<file path="src/sv/sklt_pkg.sv">
// Shared types and codes for the sorted keyed list table.
// Holds the request and result beat structs, the controller to datapath
// command and status structs, and the operation and status codes.
package sklt_pkg;

  localparam int CAPACITY_DEF = 16;

  localparam logic [1:0] OP_INS  = 2'd0;
  localparam logic [1:0] OP_REM  = 2'd1;
  localparam logic [1:0] OP_LIST = 2'd2;

  localparam logic [2:0] ST_OK       = 3'd0;
  localparam logic [2:0] ST_DUP      = 3'd1;
  localparam logic [2:0] ST_NOTFOUND = 3'd2;
  localparam logic [2:0] ST_EMPTY    = 3'd3;
  localparam logic [2:0] ST_FULL     = 3'd4;

  typedef struct packed {
    logic [1:0]  op;
    logic [15:0] entry_id;
    logic [15:0] sort_key;
  } req_t;

  typedef struct packed {
    logic [2:0]  status;
    logic [15:0] out_id;
    logic [15:0] out_key;
    logic        has_entry;
    logic        last;
  } res_t;

  typedef struct packed {
    logic load;
    logic compare;
    logic exec;
    logic list_step;
  } ctrl_cmd_t;

  typedef struct packed {
    logic [1:0] op;
    logic       list_done;
  } dp_stat_t;

endpackage

</file>
<file path="src/sv/sklt_dp.sv">
// Datapath of the sorted keyed list table: request register, the row of
// entry cells with their parallel compares, and the result register.
// Depends on sklt_pkg.
module sklt_dp #(
  parameter int CAPACITY = sklt_pkg::CAPACITY_DEF
) (
  input  logic                 clk,
  input  logic                 rst_n,
  input  sklt_pkg::req_t       in_data,
  input  sklt_pkg::ctrl_cmd_t  cmd,
  output sklt_pkg::dp_stat_t   stat,
  output sklt_pkg::res_t       out_data
);
  import sklt_pkg::*;

  localparam int CNT_W = $clog2(CAPACITY + 1);

  logic [1:0]          op_r;
  logic [15:0]         id_r;
  logic [15:0]         key_r;
  logic [15:0]         ids_r   [CAPACITY];
  logic [15:0]         ids_nxt [CAPACITY];
  logic [15:0]         keys_r  [CAPACITY];
  logic [15:0]         keys_nxt[CAPACITY];
  logic [CNT_W-1:0]    cnt_r, cnt_nxt;
  logic [CNT_W-1:0]    lidx_r, lidx_nxt;
  logic [CNT_W-1:0]    cnt_m1;
  logic [CAPACITY-1:0] match_r, match_nxt;
  logic [CAPACITY-1:0] ge_r, ge_nxt;
  logic [CAPACITY-1:0] ge_prev;
  logic [CAPACITY-1:0] rm_sh;
  logic                dup, full, empty, ins_ok, done;
  res_t                res_r, res_nxt;

  assign cnt_m1  = cnt_r - CNT_W'(1);
  assign dup     = |match_r;
  assign empty   = (cnt_r == '0);
  assign full    = (cnt_r == CNT_W'(CAPACITY));
  assign ins_ok  = !dup && !full;
  assign done    = empty || (lidx_r == cnt_m1);
  assign ge_prev = ge_r << 1;

  always_comb begin
    for (int i = 0; i < CAPACITY; i++) begin
      match_nxt[i] = (CNT_W'(i) < cnt_r) && (ids_r[i] == id_r);
      ge_nxt[i]    = (CNT_W'(i) < cnt_r) && (keys_r[i] >= key_r);
      rm_sh[i]     = |(match_r & ({CAPACITY{1'b1}} >> (CAPACITY - 1 - i)));
    end
  end

  always_comb begin
    res_nxt  = res_r;
    cnt_nxt  = cnt_r;
    lidx_nxt = lidx_r;
    ids_nxt  = ids_r;
    keys_nxt = keys_r;
    if (cmd.compare) begin
      lidx_nxt = '0;
    end
    if (cmd.exec) begin
      res_nxt.out_id    = '0;
      res_nxt.out_key   = '0;
      res_nxt.has_entry = 1'b0;
      res_nxt.last      = 1'b1;
      case (op_r)
        OP_INS: begin
          if (dup) begin
            res_nxt.status = ST_DUP;
          end else if (full) begin
            res_nxt.status = ST_FULL;
          end else begin
            res_nxt.status = ST_OK;
          end
          if (ins_ok) begin
            cnt_nxt = cnt_r + CNT_W'(1);
            for (int i = 0; i < CAPACITY; i++) begin
              if (ge_prev[i]) begin
                ids_nxt[i]  = ids_r[(i == 0) ? 0 : i - 1];
                keys_nxt[i] = keys_r[(i == 0) ? 0 : i - 1];
              end else if (ge_r[i] || (CNT_W'(i) == cnt_r)) begin
                ids_nxt[i]  = id_r;
                keys_nxt[i] = key_r;
              end
            end
          end
        end
        OP_REM: begin
          if (empty) begin
            res_nxt.status = ST_EMPTY;
          end else if (dup) begin
            res_nxt.status = ST_OK;
          end else begin
            res_nxt.status = ST_NOTFOUND;
          end
          if (dup) begin
            cnt_nxt = cnt_m1;
            for (int i = 0; i < CAPACITY; i++) begin
              if (rm_sh[i]) begin
                ids_nxt[i]  = ids_r[(i == CAPACITY - 1) ? i : i + 1];
                keys_nxt[i] = keys_r[(i == CAPACITY - 1) ? i : i + 1];
              end
            end
          end
        end
        default: begin
          res_nxt.status = ST_OK;
        end
      endcase
    end
    if (cmd.list_step) begin
      if (empty) begin
        res_nxt.status    = ST_EMPTY;
        res_nxt.out_id    = '0;
        res_nxt.out_key   = '0;
        res_nxt.has_entry = 1'b0;
        res_nxt.last      = 1'b1;
      end else begin
        res_nxt.status    = ST_OK;
        res_nxt.out_id    = ids_r[0];
        res_nxt.out_key   = keys_r[0];
        res_nxt.has_entry = 1'b1;
        res_nxt.last      = done;
        for (int i = 0; i < CAPACITY; i++) begin
          if (CNT_W'(i) == cnt_m1) begin
            ids_nxt[i]  = ids_r[0];
            keys_nxt[i] = keys_r[0];
          end else if (CNT_W'(i) < cnt_m1) begin
            ids_nxt[i]  = ids_r[(i == CAPACITY - 1) ? i : i + 1];
            keys_nxt[i] = keys_r[(i == CAPACITY - 1) ? i : i + 1];
          end
        end
      end
      lidx_nxt = done ? '0 : lidx_r + CNT_W'(1);
    end
  end

  always_ff @(posedge clk) begin
    if (!rst_n) begin
      cnt_r  <= '0;
      lidx_r <= '0;
    end else begin
      cnt_r  <= cnt_nxt;
      lidx_r <= lidx_nxt;
    end
  end

  always_ff @(posedge clk) begin
    if (cmd.load) begin
      op_r  <= in_data.op;
      id_r  <= in_data.entry_id;
      key_r <= in_data.sort_key;
    end
    if (cmd.compare) begin
      match_r <= match_nxt;
      ge_r    <= ge_nxt;
    end
    ids_r  <= ids_nxt;
    keys_r <= keys_nxt;
    res_r  <= res_nxt;
  end

  assign stat.op        = op_r;
  assign stat.list_done = done;
  assign out_data       = res_r;

endmodule

</file>
<file path="src/sv/sklt_ctrl.sv">
// Controller of the sorted keyed list table: sequences accept, compare,
// update and list steps, and owns both handshakes.
// Depends on sklt_pkg.
module sklt_ctrl (
  input  logic                 clk,
  input  logic                 rst_n,
  input  logic                 in_valid,
  output logic                 in_ready,
  output logic                 out_valid,
  input  logic                 out_ready,
  input  sklt_pkg::dp_stat_t   stat,
  output sklt_pkg::ctrl_cmd_t  cmd
);
  import sklt_pkg::*;

  localparam logic [1:0] S_IDLE = 2'd0;
  localparam logic [1:0] S_CMP  = 2'd1;
  localparam logic [1:0] S_EXEC = 2'd2;
  localparam logic [1:0] S_LIST = 2'd3;

  logic [1:0] state_r, state_nxt;
  logic       out_valid_r, out_valid_nxt;
  logic       out_free;

  assign out_free = !out_valid_r || out_ready;

  always_comb begin
    state_nxt = state_r;
    in_ready  = 1'b0;
    cmd       = '0;
    case (state_r)
      S_IDLE: begin
        in_ready = 1'b1;
        if (in_valid) begin
          cmd.load  = 1'b1;
          state_nxt = S_CMP;
        end
      end
      S_CMP: begin
        cmd.compare = 1'b1;
        case (stat.op)
          OP_INS, OP_REM: state_nxt = S_EXEC;
          OP_LIST:        state_nxt = S_LIST;
          default:        state_nxt = S_IDLE;
        endcase
      end
      S_EXEC: begin
        if (out_free) begin
          cmd.exec = 1'b1;
          in_ready = 1'b1;
          cmd.load = in_valid;
          state_nxt = in_valid ? S_CMP : S_IDLE;
        end
      end
      S_LIST: begin
        if (out_free) begin
          cmd.list_step = 1'b1;
          if (stat.list_done) begin
            in_ready  = 1'b1;
            cmd.load  = in_valid;
            state_nxt = in_valid ? S_CMP : S_IDLE;
          end
        end
      end
      default: begin
        state_nxt = S_IDLE;
      end
    endcase
  end

  assign out_valid_nxt = (out_valid_r && !out_ready) || cmd.exec || cmd.list_step;
  assign out_valid     = out_valid_r;

  always_ff @(posedge clk) begin
    if (!rst_n) begin
      state_r     <= S_IDLE;
      out_valid_r <= 1'b0;
    end else begin
      state_r     <= state_nxt;
      out_valid_r <= out_valid_nxt;
    end
  end

endmodule

</file>
<file path="src/sv/sorted_keyed_list_table_unit.sv">
// Sorted keyed list table: insert and remove run back to back while the output is
// free, each as a compare step across all cells and an update step that also loads
// the result. A list takes a compare step and then a list step per entry, set by the
// cell rotation, and a list of an empty table ends with its first list step.
// The result is registered in the update or list step once the output is free.
// Synchronous active-low reset empties the table; stored entries are not cleared.
module sorted_keyed_list_table_unit #(
  parameter int CAPACITY = sklt_pkg::CAPACITY_DEF
) (
  input  logic           clk,
  input  logic           rst_n,
  input  logic           in_valid,
  output logic           in_ready,
  input  sklt_pkg::req_t in_data,
  output logic           out_valid,
  input  logic           out_ready,
  output sklt_pkg::res_t out_data
);
  import sklt_pkg::*;

  ctrl_cmd_t cmd;
  dp_stat_t  stat;

  sklt_ctrl u_ctrl (
    .clk       (clk),
    .rst_n     (rst_n),
    .in_valid  (in_valid),
    .in_ready  (in_ready),
    .out_valid (out_valid),
    .out_ready (out_ready),
    .stat      (stat),
    .cmd       (cmd)
  );

  sklt_dp #(
    .CAPACITY (CAPACITY)
  ) u_dp (
    .clk      (clk),
    .rst_n    (rst_n),
    .in_data  (in_data),
    .cmd      (cmd),
    .stat     (stat),
    .out_data (out_data)
  );

endmodule

</file>
<file path="config.mk">
export PLATFORM = sky130hd
export DESIGN_NAME = sorted_keyed_list_table_unit
export DESIGN_NICKNAME = d
export VERILOG_FILES = /design/src/sv/sklt_pkg.sv /design/src/sv/sklt_dp.sv /design/src/sv/sklt_ctrl.sv /design/src/sv/sorted_keyed_list_table_unit.sv
export SDC_FILE = /design/constraint.sdc
export NUM_CORES = 2
export LEC_CHECK = 0
export ABC_AREA = 1
export BUFFER_PORTS_ARGS = -buffer_cell sky130_fd_sc_hd__buf_4
export CELL_PAD_IN_SITES_DETAIL_PLACEMENT = 1
export CELL_PAD_IN_SITES_GLOBAL_PLACEMENT = 2
export CORE_ASPECT_RATIO = 1.75
export CORE_MARGIN = 4
export CORE_UTILIZATION = 30
export CTS_BUF_LIST = sky130_fd_sc_hd__clkbuf_2 sky130_fd_sc_hd__clkbuf_4 sky130_fd_sc_hd__clkbuf_8
export DETAILED_ROUTE_END_ITERATION = 10
export HOLD_SLACK_MARGIN = 0.05
export PLACE_DENSITY = 0.79
export SLEW_MARGIN = 20
export SYNTH_ARGS = -nofsm -noshare
export SYNTH_HDL_FRONTEND = slang
export SYNTH_HIERARCHICAL = 1
export SYNTH_SLANG_ARGS = --single-unit
</file>
<file path="constraint.sdc">
create_clock -name clk -period 3.7 [get_ports clk]
set_input_delay 0.37 -clock clk [delete_from_list [all_inputs] [get_ports clk]]
set_output_delay 0.37 -clock clk [all_outputs]
set_load 0.05 [all_outputs]
</file>
==> reports/metrics.csv <==
stage,metric,value,unit
timing,Relative slew margins,18.6,%
cells_and_area,number of fill cells,25055,
global_routing,vias in the first global route,77455,
setup_path,"reg-to-reg slack, setup",0.02,ns
clocking,Clock H-tree levels,4,
clocking,"Reg clk slew, reported paths",0.07,ns
timing,post-route clock period utilization,99.4,%
floorplan,FP Rows,214,
power,VDD IR-drop max,0.000317,V
setup_path,"slowest stage cell, crit path",nor2_1,
detailed_routing,Vias per Instance,6.43,
synthesis,mean area per synthesized cell,6.23,sq um
detailed_routing,DRC Markers,0,
place,dpl cells,11895,
synthesis,#FFs+latches synth,628,
setup_path,"Req. time, crit path",4.50,ns
detailed_routing,Via Count,78420,
timing,total negative slack,0,ns
setup_path,R2R depth,12,
detailed_routing,drt first-iter violations,8273,
setup_path,Critical R2R Capture,u_dp/keys_r[137],
power,Power Dens Cells,563,mW/mm^2
place,Worst Setup Slack post-DPL,0.188,ns
setup_path,CP dominant cell by count,nand2_1,
setup_path,"delay-heaviest family, CP",simple AND/OR/NAND/NOR gates,
timing,min Tclk post-route,3.68,ns
cells_and_area,Finished Core Util,34.7,%
setup_path,CP Max Fanout,9,
place,final HPWL from detailed placement,331,mm
synthesis,Cells after Synth,9436,
setup_path,"Arr. time, crit path",4.48,ns
setup_path,slowest cell delay on critical path,0.83,ns
floorplan,Starting Density,30.2,%
global_routing,antenna violations before repair,24,
timing,Max Fclk,272,MHz
timing,Worst Max-Slew Pin Slew,1.22,ns
flow_run,max-cap viol count,0,
setup_path,kind of start point of the critical path,flip-flop,
min_path,Worst Hold Launch,in_data[32],
floorplan,# IOs,77,
min_path,HP Class,input port to flip-flop,
clocking,CTS tree,built,
floorplan,Die ar.,0.203,sq mm
global_routing,total track usage,42.9,%
synthesis,"Top FF cell, synth",dfxtp_1,
setup_path,crit path cell chain,nor2_1 > nand2_1 > nor2_1 > nand3_4 > nand2_2 > inv_2 > nor2_1 > o31ai_1 > a22oi_1 > nand2_1 > nand2_1 > nand2_1,
setup_path,Setup crit end kind,flip-flop,
detailed_routing,Final ANT Viol Nets,0,
setup_path,critical path class,flip-flop to flip-flop,
floorplan,Placeable Area,0.195,sq mm
global_routing,GRT overflow,0,
synthesis,Post-Syn Area,0.0588,sq mm
cells_and_area,Total Nets Final,9785,
global_routing,largest net degree at the start of global routing,107,
clocking,Clock Tree Root,clkbuf_8,
floorplan,chip width,343,microns
detailed_routing,WL per Instance,37.3,microns
synthesis,sequential element share of the synthesized area,24.2,%
synthesis,Post-synth ARST share,0,%
timing,Final Hold Vio Count,0,
cells_and_area,post-route cell area,0.0675,sq mm
detailed_routing,final wirelength,455,mm
timing,Max Slew Vio Count,0,
global_routing,first-pass GRT wire length,622,mm
min_path,hold path depth,2,
clocking,worst skew pair latency,0.94,ns
floorplan,die height,594,microns
synthesis,Post-synth EDFFs,167,
synthesis,Netlist cell types,60,
setup_path,startpoint of the worst register-to-register path,u_dp/match_r[8],
timing,final setup vio count,0,
setup_path,WP buf/inv,1,
place,placed cell area,0.0642,sq mm
timing,clk_skew,0.0592,ns
timing,RSZ-0062 raised after global routing,false,
place,IO buf count,76,
clocking,CTS Buf Count,140,
min_path,Hold Path End,u_dp/op_r[0],
cells_and_area,Area Growth Syn to Fin,14.8,%
clocking,clk sink count,628,
timing,final worst slack,0.0235,ns
status,outcome,completed,
clocking,Longest Clk Path Bufs,4,
place,GPL Wtd Cong,1.01,
detailed_routing,DRT Pass-1 Iters,6,
synthesis,Synth Warn #,6,
cells_and_area,share of layout cells above drive strength 1,10.3,%
synthesis,syn nets,9735,
cells_and_area,final std cells w/o fill,12194,
power,Lkg Pwr,0.0285,uW
==> logic make-up after synthesis <==
group | count (synthesis) | synth area share [%]
xor+xnor | 92 | 1.37
compound gates | 3232 | 32.1
simple gates | 3606 | 26.0
buf+inv | 1617 | 10.8
flops | 628 | 24.2
fa+ha+maj | 261 | 5.56
==> metal layers <==
layer / wire length, microns / track usage (%) / vias up
met3: 36500 / 8.80 / 1949
met5: 71 / 0 / -
met4: 56500 / 42.5 / 10
li1: - / - / 33071
met1: 159000 / 46.6 / 38743
met2: 203000 / 68.3 / 4647
==> through the flow <==
stage / power (uW) / hold slack [ns]
after floorplan: 20500 / 0.455
after global placement: 27900 / 0.484
after detailed placement: 28400 / 0.485
after CTS: 37400 / 0.102
after global routing: 39700 / 0.153
final: 38000 / 0.149
==> cells in the mapped netlist (5+ instances only) <==
cell       instances  area [sq um]
o21ai_0         1317          6590
o32ai_1           44           385
xor2_1            64           561
clkbuf_1         489          1840
nor2_1           426          1600
or2_2             14          87.6
nand3b_1          15           113
a21oi_1          852          4260
o31ai_1           18           135
a21o_1            15           113
buf_1             71           267
nand4_1          102           638
a32oi_1           12           105
o21ai_1           20           100
dfxtp_1          461          9230
inv_1            833          3130
a221oi_1          57           499
buf_2            141           706
nand2_2           17           106
nor3_1            81           405
buf_4             13          97.6
edfxtp_1         167          5010
o311ai_0           5          43.8
nand3_1          727          3640
a211oi_1          29           218
nor2_4            11           124
clkinv_1          20          75.1
a22oi_1          114           856
o221ai_1          96           841
nor4_1            25           156
xnor2_1           28           245
o2111ai_1         32           280
o211ai_1         360          2700
nor2_2            27           169
a31oi_1           53           332
nand2_1         2146          8060
o21bai_1          35           263
o22ai_1          154           963
ha_1             261          3270
inv_2             43           161
==> what timing repair did <==
item / in CTS / in global routing
endpoints found under the hold margin: 49 / 0
endpoints found under the setup margin: 1 / 1
resized for setup: 7 / 3
hold buffers: 37 / 0
pin swaps: 3 / 4
setup buffers: 1 / 3
==> report_power, final <==
group / internal, uW / leakage (uW) / switching (uW)
logic: 5020 / 0.0215 / 10600
registers: 9240 / 0.00554 / 4230
clock network: 4720 / 0.00151 / 4170
==> worst max path at each step <==
stage	startpoint	endpoint	slack (ns)	cells after the start
6_report	u_dp/match_r[8]	u_dp/keys_r[137]	0.02	12
5_1_grt	u_dp/cnt_r[1]	in_ready	0.02	15
4_1_cts	u_dp/cnt_r[1]	in_ready	0.01	13
3_5_place_dp	u_dp/match_r[8]	u_dp/keys_r[137]	0.19	12
3_3_place_gp	u_dp/id_r[3]	u_dp/match_r[15]	-0.59	6
2_1_floorplan	u_dp/cnt_r[0]	u_dp/ids_r[240]	0.17	14
==> layout make-up <==
cell class	count	area (sq um)	share of cell area (%)
Clock buffer	213	2630	3.90
Multi-Input combinational cell	7191	38400	56.9
Clock inverter	28	208	0.308
Antenna cell	17	42.5	0.0630
Inverter	899	3400	5.04
Tap cell	2592	3240	4.80
Sequential cell	628	14200	21.1
Timing Repair Buffer	626	5320	7.88
==> cell usage in the layout, fill, tap and decap left out, types with 14 or more instances in the layout <==
cell,count
a211oi_1,29
a21o_1,15
a21oi_1,850
a221oi_1,57
a22oi_1,114
a31oi_1,53
buf_12,42
buf_4,546
clkbuf_4,48
clkbuf_8,165
clkinv_1,31
dfxtp_1,458
diode_2,17
dlygate4sd3_1,37
edfxtp_1,167
ha_1,260
inv_1,831
inv_2,41
nand2_1,2136
nand2_2,25
nand3_1,724
nand3b_1,15
nand4_1,102
nor2_1,414
nor2_2,31
nor2_4,19
nor3_1,79
nor4_1,25
o2111ai_1,32
o211ai_1,360
o21ai_0,1315
o21ai_1,21
o21bai_1,35
o221ai_1,96
o22ai_1,154
o31ai_1,18
o32ai_1,44
or2_2,14
xnor2_1,28
xor2_1,64
==> flip-flops by register name, summed over array words and instances, names as in the netlist <==
name and cells:
u_dp/out_data 37, u_dp/ge_r 16, u_dp/keys_r 256, u_dp/lidx_r 5, u_dp/id_r 16, u_ctrl/state_r 2, u_dp/key_r 16, u_dp/cnt_r 5
u_dp/match_r 16, u_dp/ids_r 256, u_ctrl/out_valid 1, u_dp/op_r 2
Power figures use the tool's default switching activity.
